`src/rtl/salc_ram.sv`:
```
// Generic single-write, single-read RAM with a registered read port.
`timescale 1ns / 1ps

module salc_ram #(
  parameter int WIDTH = 8,
  parameter int DEPTH = 64
) (
  input  logic                                    clk,
  input  logic                                    wr_en,
  input  logic [((DEPTH > 1) ? $clog2(DEPTH) : 1)-1:0] wr_addr,
  input  logic [WIDTH-1:0]                        wr_data,
  input  logic                                    rd_en,
  input  logic [((DEPTH > 1) ? $clog2(DEPTH) : 1)-1:0] rd_addr,
  output logic [WIDTH-1:0]                        rd_data
);

  logic [WIDTH-1:0] mem [DEPTH];

  always_ff @(posedge clk) begin
    if (wr_en) begin
      mem[wr_addr] <= wr_data;
    end
    if (rd_en) begin
      rd_data <= mem[rd_addr];
    end
  end

endmodule
```
`config.mk`:
```
export PLATFORM = sky130hd
export DESIGN_NAME = salc_ram
export DESIGN_NICKNAME = d
export VERILOG_FILES = /design/src/rtl/salc_ram.sv
export SDC_FILE = /design/constraint.sdc
export NUM_CORES = 1
export LEC_CHECK = 0
export BUFFER_PORTS_ARGS = -buffer_cell sky130_fd_sc_hd__buf_2
export CAP_MARGIN = 25
export CORE_ASPECT_RATIO = 1.4
export CORE_MARGIN = 3
export CORE_UTILIZATION = 30
export DETAILED_ROUTE_END_ITERATION = 6
export GPL_TIMING_DRIVEN = 0
export HOLD_SLACK_MARGIN = 0.05
export PLACE_DENSITY = 0.5
export SKIP_LAST_GASP = 1
export SLEW_MARGIN = 20
export SYNTH_ARGS = -nofsm -noshare
export SYNTH_HDL_FRONTEND = slang
export SYNTH_SLANG_ARGS = --single-unit
```
`constraint.sdc`:
```
create_clock -name clk -period 2.6 [get_ports clk]
set_input_delay 0 -clock clk [delete_from_list [all_inputs] [get_ports clk]]
set_output_delay 0 -clock clk [all_outputs]
set_load 0.05 [all_outputs]
```
## Word-level counts from Yosys, hierarchy flattened

Memories as Yosys holds them, arrays and structs flattened. A register that Yosys moved wholly into a read port is not among the register bits.
Cells that the tools add are included.

- Register bits after elaboration: 0
- Input bits: 23
- Logic and storage cells: 3
- Bits in writable memories: 512
- Memories kept: 1
- Output and inout bits: 8

- Muxes and demuxes: 2

Memories:

| memory | words | width | read ports | clocked after memory_dff | write ports | RTL line | source |
|---|---|---|---|---|---|---|---|
| mem | 64 | 8 | 1 | 1 | 1 | 17 | `logic [WIDTH-1:0] mem [DEPTH];` |

Operators by type and width:

| cell | count |
|---|---|
| 2-to-1 mux 1 bit | 2 |

## Logic depth before layout (Yosys ltp)

- Depth after elaboration: 2
- Gate-level depth with buffers: 9
- Depth with buffers taken out: 5

## Least setup slack after synthesis

OpenSTA, ideal clock, no wires.

- Kind: register to register
- Start point: memory mem[29][4]
- End point: register rd_data[4], read port of mem (data pin)
- Arrival: 1560 ps
- Library setup time: 270 ps
- Data required time: 2330 ps
- Stages on the path, launching flop included: 6
- Setup slack: 770 ps
- Period minus slack after synthesis: 1830 ps
- Path buffers: 0
- Path through: edfxtp_1 > mux4_2 > mux2_2 > o221a_2 > nor3_1 > o32ai_1

RTL lines:

| item | RTL line | source |
|---|---|---|
| start, declared | 17 |  |
| end, declared | 14 | `output logic [WIDTH-1:0] rd_data` |

==> flow_summary.ini <==
[floorplan]
row_count = 112
die_x_um = 226
die_height_um = 313
dieArea_um2 = 70700
top_level_ports = 31
initial_utilization = 0.304
core_um2 = 66700

[synthesis]
async_flop_share = 0
syn_inst = 940
avgSynthCellArea_um2 = 21.5
synth_nets = 963
ys_ff_latch = 520
synthFlopType = edfxtp_1
synth_cell_type_count = 39
synth_edf_count = 520
netlist_area_um2 = 20200
ys.warnings.count = 0
yosysSeqAreaShare = 0.771

[global_routing]
grt_overflow = 0
gr-usage-met1 = 0.180
use_met3 = 0.0229
antenna_found_initial = 2
grt_max_degree = 65
use_met2 = 0.275
grt_pass1_wl_mm = 74.7
gr-usage-all-layers = 0.151
grt_pass1_vias = 10215
busiest_layer = met2

[route]
vias_per_cell = 4.98
wirelength_mm = 52.6
drtAntennaViolNets = 0
drtIter0Drc = 800
num_vias = 9619
post_drt_wl_per_cell_um = 27.2
remaining_drc_errors = 0
firstDrtPassIters = 5

[timing]
rsz0062_at_grt = false
post-route-period-util = 0.935
worst_pin_slew_ps = 1020
relSlewSlack = 0.315
min_period_ps = 2430
setup_violations = 0
clock.fmax_mhz = 411
finalHoldViolations = 0
slew_viol_final = 0
layout_setup_ws_ps = 168
skew_ps = 17.2
holdWs_ps = 95.4

[clocking]
post-cts-setup-buffers = 0
tritoncts = done
htreeDepth = 2
cts_resized = 0
clockBufferDepth = 3
cts_buffers = 51
cts_hold_buf = 12
clk_pin_slew_ps = 60
cts_root_buf = clkbuf_16
cts.sinks = 520
clkLatencyLatePin_ps = 600

[placement]
place_ws_ps = -492
dp_hpwl_mm = 35.2
port_buffers = 22
routabilityCongestion = 0.891

[pwr]
vdd_drop_max_uv = 543
clkPwrFrac = 0.418
seq_power_share = 0.526
p_sw_mw = 3.81
powerDensity_nw_per_um2 = 759
pwr-share-comb = 0.057
p_leak_nw = 7.13
swShare = 0.215
intPower_mw = 13.9
power.total_mw = 17.7

[worst_setup_path]
crit_fanout = 10
cp.required_ps = 2910
critPathCaptureType = flip-flop
crit_type = in2reg
arrival_ps = 2750
cpMaxStageDelayCell = buf_2
start_kind = input port
max_stage_delay_ps = 500
cp_cell_sequence = buf_4, buf_2, buf_4, buf_2, mux4_2, mux2i_1, a21oi_1, o21ai_0, nand2_1
r2r_cells = 4

[worst_hold_path]
whs_path_depth = 2
hp-class = in2reg

[cells_and_area]
num-nets-final = 1057
drive_gt1_frac = 0.256
syn2layout_area_growth_pct = 15.3
fillCellCount = 6226

[run_status]
status = finished clean

[job]
cap_violations = 0
==> logic make-up (layout without fill, tap and decap cells) <==
group | count (synthesis) | after routing | synth area share
flip-flops | 520 | 520 | 0.771
buffers and inverters | 51 | 187 | 0.0156
multiplexers | 162 | 162 | 0.159
AO/OA/AOI/OAI | 54 | 54 | 0.0206
AND/OR/NAND/NOR | 153 | 153 | 0.0337
other | 0 | 1 | 0
==> power by group through the flow <==
stage | Sequential [mW] | Clock, mW | Combinational, mW
2_1_floorplan | 9.53 | 0 | 0.495
3_3_place_gp | 9.50 | 0 | 0.984
3_5_place_dp | 9.49 | 0 | 1.01
4_1_cts | 9.31 | 7.58 | 1.02
5_1_grt | 9.31 | 7.91 | 1.06
6_report | 9.31 | 7.40 | 1.00
==> critical path: cells and delay by family <==
kind | cells | cell delay [ps]
buffers and inverters | 4 | 1450
muxes | 2 | 780
AOI/OAI and AO/OA | 2 | 320
and+or+nand+nor | 1 | 170
==> worst paths after layout <==
kind                            slack [ps]       start          to
worst max register to register         360  mem[48][7]  rd_data[7]
worst max-delay path                   170  rd_addr[1]  rd_data[7]
worst min-delay path                   100  wr_addr[1]  mem[49][2]
worst min register to register         920  mem[31][6]  rd_data[6]
==> Yosys cell counts, types with 3 or more instances <==
cell type / n / area, um2
o2111ai_1: 3 / 26.3
nand3b_1: 3 / 22.5
buf_1: 4 / 15.0
o2bb2ai_1: 3 / 26.3
a21oi_1: 3 / 15.0
nand2_1: 19 / 71.3
buf_6: 4 / 45.0
mux4_2: 126 / 2840
a221oi_1: 6 / 52.6
a211oi_1: 4 / 30.0
nand2b_1: 7 / 43.8
edfxtp_1: 520 / 15600
buf_2: 11 / 55.1
clkbuf_1: 17 / 63.8
o22ai_1: 8 / 50.1
buf_4: 13 / 97.6
nor2_1: 83 / 312
o221ai_1: 8 / 70.1
mux2_2: 13 / 146
nor3_1: 7 / 35.0
nand3_1: 13 / 65.1
a22oi_1: 3 / 22.5
nor2b_1: 14 / 87.6
mux2i_1: 23 / 230
==> metal layers <==
layer / share of wire / routed length, um / up-vias
met5: 0 / 0 / -
met4: 0.037 / 1960 / 0
met3: 0.043 / 2260 / 84
met2: 0.54 / 28300 / 278
met1: 0.38 / 20100 / 5129
li1: - / - / 4128
==> placed cells by master, fill, tap and decap left out, drive strengths merged, types with 3 or more instances in the layout <==
master       count
a21oi            3
nor3             7
nor2            83
nor2b           14
o22ai            8
nand2b           7
mux2            13
o221ai           8
a211oi           4
a221oi           6
nand3           13
clkinv          22
mux2i           23
edfxtp         520
dlygate4sd3     13
o2bb2ai          3
nand3b           3
o2111ai          3
clkbuf          79
bufinv           6
nand2           19
a22oi            3
o21ai            4
clkinvlp         4
mux4           126
buf             62
==> flip-flops by register name (all words and copies together) (netlist names) <==
signal and count:
mem 512, rd_data 8
==> area by class of cell <==
| cell class | count | area [um2] | area share |
|---|---|---|---|
| sequential | 520 | 15600 | 0.669 |
| multi-input combinational | 369 | 4330 | 0.185 |
| clock buffer | 62 | 1340 | 0.0574 |
| tap | 855 | 1070 | 0.0458 |
| timing repair buffer | 41 | 337 | 0.0144 |
| clock inverter | 33 | 334 | 0.0143 |
| buffer | 51 | 317 | 0.0136 |
| antenna | 1 | 2.50 | 0.000107 |
==> stage by stage <==
stage | cells | util | TNS (ps) | area (um2)
after floorplan | 940 | - | 0 | 20200
after global placement | 1817 | 0.321 | -2400 | 21400
after detailed placement | 1822 | 0.323 | -2600 | 21500
after CTS | 1929 | 0.350 | 0 | 23300
after global routing | 1931 | 0.350 | 0 | 23300
final | 1932 | 0.350 | 0 | 23300
Power figures use the tool's default switching activity.
